### src/hw/rtl/sgt_pkg.sv
`timescale 1ns / 1ps
// Shared types and constants for the set span tracker.
// No dependencies.

package sgt_pkg;

    localparam int SPAN_BITS  = 32;
    localparam int COUNT_BITS = 11;
    localparam int CAP_BITS   = 11;

    localparam logic [CAP_BITS-1:0] CAP_RESET = 11'd1024;

    // status codes of a result beat
    localparam logic STATUS_STORED = 1'b0;
    localparam logic STATUS_FULL   = 1'b1;

    typedef enum logic [4:0] {
        S_IDLE  = 5'b00001,
        S_SCAN  = 5'b00010,
        S_DRAIN = 5'b00100,
        S_WRITE = 5'b01000,
        S_FIN   = 5'b10000
    } sgt_state_t;

endpackage

### src/hw/rtl/sgt_gap_unit.sv
`timescale 1ns / 1ps
// Shared gap unit: absolute difference of new value against one stored value
// per cycle, then running minimum. Depends on sgt_pkg.

module sgt_gap_unit #(
    parameter int VALUE_BITS = 32
) (
    input  logic                         clk,
    input  logic                         rst_n,
    input  logic                         sample,
    input  logic [VALUE_BITS-1:0]        new_value,
    input  logic [VALUE_BITS-1:0]        old_value,
    output logic                         busy,
    output logic [sgt_pkg::SPAN_BITS-1:0] gap
);

    logic signed [VALUE_BITS:0]    a_ext;
    logic signed [VALUE_BITS:0]    b_ext;
    logic signed [VALUE_BITS:0]    d_ab;
    logic signed [VALUE_BITS:0]    d_ba;
    logic [VALUE_BITS-1:0]         diff_next;
    logic [VALUE_BITS-1:0]         diff_reg;
    logic                          diff_vld_reg;
    logic [sgt_pkg::SPAN_BITS-1:0] diff_wide;
    logic [sgt_pkg::SPAN_BITS-1:0] gap_reg;

    assign a_ext = {new_value[VALUE_BITS-1], new_value};
    assign b_ext = {old_value[VALUE_BITS-1], old_value};
    assign d_ab  = a_ext - b_ext;
    assign d_ba  = b_ext - a_ext;
    // magnitude always fits in VALUE_BITS unsigned
    assign diff_next = d_ab[VALUE_BITS] ? d_ba[VALUE_BITS-1:0] : d_ab[VALUE_BITS-1:0];
    assign diff_wide = sgt_pkg::SPAN_BITS'(diff_reg);

    always_ff @(posedge clk)
    begin
        if (sample)
        begin
            diff_reg <= diff_next;
        end
    end

    always_ff @(posedge clk or negedge rst_n)
    begin
        if (!rst_n)
        begin
            diff_vld_reg <= 1'b0;
            gap_reg      <= '1;
        end
        else
        begin
            diff_vld_reg <= sample;
            if (diff_vld_reg && (diff_wide < gap_reg))
            begin
                gap_reg <= diff_wide;
            end
        end
    end

    assign busy = diff_vld_reg;
    assign gap  = gap_reg;

endmodule

### config.mk
export PLATFORM = sky130hd
export DESIGN_NAME = sgt_gap_unit
export DESIGN_NICKNAME = d
export VERILOG_FILES = /design/src/hw/rtl/sgt_pkg.sv /design/src/hw/rtl/sgt_gap_unit.sv
export SDC_FILE = /design/constraint.sdc
export NUM_CORES = 1
export LEC_CHECK = 0
export ABC_AREA = 1
export BUFFER_PORTS_ARGS = -buffer_cell sky130_fd_sc_hd__buf_2
export CAP_MARGIN = 5
export CORE_MARGIN = 1
export CORE_UTILIZATION = 55
export CTS_BUF_LIST = sky130_fd_sc_hd__clkbuf_16
export CTS_CLUSTER_DIAMETER = 150
export CTS_CLUSTER_SIZE = 40
export DETAILED_ROUTE_END_ITERATION = 8
export PLACE_DENSITY = 0.79
export REMOVE_ABC_BUFFERS = 1
export SETUP_SLACK_MARGIN = 0.02
export SYNTH_ARGS = -nofsm -noshare
export SYNTH_HDL_FRONTEND = slang
export SYNTH_SLANG_ARGS = --single-unit
### constraint.sdc
create_clock -name clk -period 2.05 [get_ports clk]
set_input_delay 0.615 -clock clk [delete_from_list [all_inputs] [get_ports clk]]
set_output_delay 0.615 -clock clk [all_outputs]
set_load 0.05 [all_outputs]
Word level (Yosys, flattened, before mapping) --
Index checks and enable logic that the tools add are counted.
Operators by class: add/subtract/negate cells 2, magnitude comparators 1, multiplexer cells 1, reductions and logical operators 1
Operators with widths (count):
- subtractor 32 x 32 -> 33 bit | 1
- less-than comparator 32 bit | 1
- 2-to-1 mux 32 bit | 1
- subtractor 32 bit | 1
- logical AND 1 bit | 1
Word-level totals: register bits 65, input bits 67, output and inout port bits 33, logic and storage cells 8

Depth between registers and ports, before layout --
depth in word-level cells 2, gate-level depth with buffers 18, depth with buffers taken out 17

Worst setup path after synthesis --
Ideal clock, no wire load.
kind input port to flip-flop, start input port new_value[0], end register diff_reg[6], data pin, library setup time 0.257 ns, arrival time 2.335 ns, required time 1.793 ns, setup slack -0.542 ns, stages on the path 17, buffers on the path 2, cell sequence inv_1 -> ha_1 -> fa_1 -> inv_1 -> nand3_1 -> nand2_2 -> nand2_1 -> nand2_2 -> nand2_1 -> nand2_2 -> nand2_2 -> nand2_2 -> nand2_4 -> nand2_4 -> buf_12 -> buf_6 -> o21ai_2
Between the ends: cells in the longest elaborated chain, start to end 2, elaborated cells between the ends (all ways) 3, those cells by class add/sub: 2; mux: 1
Ends and longest elaborated chain:
- start: declaration | line sgt_gap_unit.sv:11 | input logic [VALUE_BITS-1:0] new_value,
- subtractor 32 x 32 -> 33 bit / subtractor 32 bit (equally long branches) | line sgt_gap_unit.sv:29, sgt_gap_unit.sv:30
- 2-to-1 mux 32 bit (*) | line sgt_gap_unit.sv:32 | assign diff_next = d_ab[VALUE_BITS] ? d_ba[VALUE_BITS-1:0] : d_ab[VALUE_BITS-1:0];
- via diff_next[6] | line sgt_gap_unit.sv:21 | logic [VALUE_BITS-1:0] diff_next;
- end signal: assignment | line sgt_gap_unit.sv:39 | diff_reg <= diff_next;
- end: declaration | line sgt_gap_unit.sv:22 | logic [VALUE_BITS-1:0] diff_reg;
Mark *: on every way through the listed nets, which the timed path passes. The rest lies on a longest branch. A chain may end at the register's enable or synchronous reset.

Final worst setup path --
start register gap_reg, in the netlist gap[25], end register gap_reg, in the netlist gap[1]
Between the ends: cells in the longest elaborated chain, start to end 2
Ends and longest elaborated chain:
- start: declaration | line sgt_gap_unit.sv:25 | logic [sgt_pkg::SPAN_BITS-1:0] gap_reg;
- start signal: assignment | line sgt_gap_unit.sv:55 | gap_reg <= diff_wide;
- less-than comparator 32 bit | line sgt_gap_unit.sv:53 | if (diff_vld_reg && (diff_wide < gap_reg))
- logical AND 1 bit | line sgt_gap_unit.sv:53
Every way passes these cells.

==> impl_metrics.py <==
metrics = {
    "placed_design": {
        "place.gp.congestion": 0.933,
        "postPlaceCellArea_mm2": 0.0101,
        "dpl_worst_slack_ps": -710,
        "detailedPlacementHpwl_um": 18900,
        "io_buffer_count": 99,
    },
    "worst_setup_path": {
        "critPathCaptureType": "register",
        "crit_arrival_ps": 2670,
        "critical_path.most_common_cell": "sky130_fd_sc_hd__nand2_4",
        "timing.critical_path.slowest_stage_cell": "sky130_fd_sc_hd__dfstp_2",
        "critPathLaunchType": "register",
        "path_buf_inv": 4,
        "timing.critical_path.max_delay_family": "simple AND/OR/NAND/NOR gates",
        "worstPathRequired_ps": 2350,
        "timing.critical_path.cells": "inv_2 -> ha_4 -> nand2_4 -> nor4_4 -> buf_4 -> and3_4 -> nand2_4 -> buf_12 -> nand2_8 -> buf_16 -> nand2_2 -> nand2_1",
        "timing.setup.critical_path_class": "register to register",
        "crit_fanout": 8,
        "cp_slowest_stage_delay_ps": 570,
    },
    "finish": {
        "post_route_cells_drive_above_1_share_pct": 42.3,
        "filler_cell_count": 914,
        "antenna_cells_inserted": 0,
        "area_delta_synth_final_pct": 47.8,
        "post-route-cell-area_mm2": 0.0123,
        "nets": 1773,
    },
    "timing": {
        "timing_worst_slew_pin_value_ps": 767,
        "whs_ps": 352,
        "min_period_over_period_pct": 116,
        "timing_max_transition_violations_final": 0,
        "worst_slack_ps": -323,
        "finClkSkew_ps": 8.72,
        "report.final.hold_viol_count": 0,
        "layout_min_cycle_time_ps": 2370,
        "grt_setup_unrepaired": "yes",
        "timing.max_slew.rel_slack_pct": 48.9,
        "setup_viol_count_final": 63,
        "clock.fmax_mhz": 421,
    },
    "drt": {
        "drc_errors": 7,
        "via_count": 9987,
        "postRouteAntennaNets": 0,
        "detail_route.wirelength_um": 31900,
        "wl_cell_um": 17.7,
        "viasPerCell": 5.55,
        "drtIter0Drc": 950,
        "dr.pass1.iters": 9,
    },
    "min_path": {
        "min_path_type": "primary input to asynchronous set/reset pin",
    },
    "synthesis": {
        "post_synth_num_cell_types": 38,
        "synthesized_area_per_cell_um2": 6.31,
        "synth.area.mux_share_pct": 0,
        "synth_compound_area_share_pct": 6.24,
        "postSynthCellCount": 1324,
        "synth_xor_area_share_pct": 3.57,
        "postSynthRegisterBits": 65,
        "synth.cell_area_mm2": 0.00835,
        "seq_area_frac_synth_pct": 21.9,
        "synthSimpleGateAreaFrac_pct": 38.1,
        "yosys.area_share.adder_pct": 14.6,
        "main_combinational_cell_family_by_area_after_synthesis": "simple AND/OR/NAND/NOR gates",
        "yosysWarnings": 0,
    },
    "floorplan": {
        "placeableCoreArea_mm2": 0.0147,
        "die-width_um": 125,
        "die_area_mm2": 0.0157,
        "num_rows": 44,
        "io_pins": 100,
        "start_util_pct": 56.8,
        "die_height_um": 125,
    },
    "clock_network": {
        "tritoncts": "built",
        "worstSkewPairLatency_ps": 360,
        "cts.hold.buffers_added": 0,
        "cts.htree.levels": 3,
        "clock_sink_count": 65,
        "cts.path.max_buffers": 2,
        "clk_pin_slew_worst_paths_ps": 60,
        "root_buffer": "sky130_fd_sc_hd__clkbuf_16",
        "cts_inserted_buffers": 9,
    },
    "pwr": {
        "cellLeakagePower_nw": 6.78,
        "vdd_drop_max_mv": 0.904,
        "design_power_total_w": 0.0121,
        "power_density_mw_per_mm2": 979,
    },
    "global_routing": {
        "number_of_antenna_violations_at_the_first_check_in_global_routing": 0,
        "grt_use_total_pct": 36.2,
        "wire_length_of_the_first_global_routing_pass_um": 44800,
        "number_of_global_route_vias_before_repair": 9313,
        "gr-total-overflow": 0,
        "grt_max_degree": 34,
    },
    "run_status": {
        "status": "complete, but fails checks",
        "violations": "DRC, setup timing",
    },
    "job": {
        "maxCapViolations": 0,
    },
}
==> per-layer routing <==
| metal | up-vias | global-route usage, % | share of wire, % |
|---|---|---|---|
| li1 | 4598 | - | - |
| met1 | 4590 | 42.9 | 38 |
| met2 | 611 | 64.4 | 48 |
| met3 | 188 | 4.49 | 8.7 |
| met4 | 0 | 18.0 | 6.0 |
| met5 | - | 0 | 0 |
==> cell type report <==
cell class / count / area, um2 / share of cell area, %
clock buffer: 9 / 225 / 1.83
inverter: 272 / 1030 / 8.36
multi-input combinational: 954 / 6540 / 53.0
timing repair buffer: 307 / 2370 / 19.2
timing repair inverter: 1 / 6.26 / 0.0507
tap: 184 / 230 / 1.87
clock inverter: 7 / 103 / 0.832
sequential: 65 / 1830 / 14.8
==> kinds of logic after synthesis <==
family	count (synthesis)
adders and majority gates	96
xor gates and xnor gates	34
buffers and inverters	306
DFF	65
and+or+nand+nor	739
AOI/OAI and AO/OA	84
==> report_power, final <==
group / internal [W] / total [W] / switching (W)
sequential: 0.00210 / 0.00267 / 0.000569
clock: 0.00108 / 0.00174 / 0.000662
combinational: 0.00289 / 0.00767 / 0.00478
total: 0.00607 / 0.0121 / 0.00601
==> through the flow <==
stage	util [%]	std cells	TNS [ps]
6_report	83.9	1799	-14520
5_1_grt	83.9	1799	-18100
4_1_cts	77.5	1788	-7580
3_5_place_dp	68.9	1747	-23350
3_3_place_gp	68.9	1747	-21360
2_1_floorplan	-	1290	-80000
==> cell usage in the layout (no fill, tap or decap), types with 25 or more instances in the layout <==
master	count
sky130_fd_sc_hd__nand2_2	108
sky130_fd_sc_hd__inv_1	243
sky130_fd_sc_hd__dfstp_2	32
sky130_fd_sc_hd__buf_2	97
sky130_fd_sc_hd__buf_4	182
sky130_fd_sc_hd__nand3_1	68
sky130_fd_sc_hd__nand2_4	47
sky130_fd_sc_hd__edfxtp_1	32
sky130_fd_sc_hd__inv_2	27
sky130_fd_sc_hd__nor2_1	43
sky130_fd_sc_hd__a21oi_2	26
sky130_fd_sc_hd__ha_4	33
sky130_fd_sc_hd__a21oi_1	25
sky130_fd_sc_hd__nand2_1	396
sky130_fd_sc_hd__ha_1	52
==> repair_timing <==
action	4_1_cts	5_1_grt
resized for setup	123	218
gates cloned	11	1
setup buffers	14	11
setup endpoints to repair	63	63
pin swaps	36	75
==> cells in the mapped netlist, drive strengths merged <==
cell / number / share of area [%]
buf: 29 / 3.2
fa: 2 / 0.48
o21a: 1 / 0.090
dfrtp: 1 / 0.30
and3: 3 / 0.22
clkbuf: 5 / 0.22
nand3b: 7 / 0.63
nand4: 16 / 1.2
xor2: 19 / 2.0
nand2: 554 / 27
edfxtp: 32 / 12
a21o: 2 / 0.18
o211ai: 1 / 0.090
inv: 272 / 12
nor2: 63 / 3.4
nor4: 1 / 0.075
a21oi: 53 / 3.4
nor3: 1 / 0.060
o21bai: 6 / 0.54
dfstp: 32 / 10
nand3: 94 / 5.7
o21ai: 21 / 1.9
xnor2: 15 / 1.6
ha: 94 / 14
==> final timing paths <==
| path | startpoint | end | slack (ps) | cells past startpoint |
|---|---|---|---|---|
| max | gap[25] | gap[1] | -320 | 12 |
| min | rst_n | busy | 350 | 1 |
| max reg2reg | gap[25] | gap[1] | -320 | 12 |
| min reg2reg | gap[3] | gap[3] | 480 | 2 |
| max in group asynchronous | rst_n | busy | 1220 | 1 |
| min in group clk | gap[3] | gap[3] | 480 | 2 |
No activity file was read; power rests on OpenSTA's default activity.
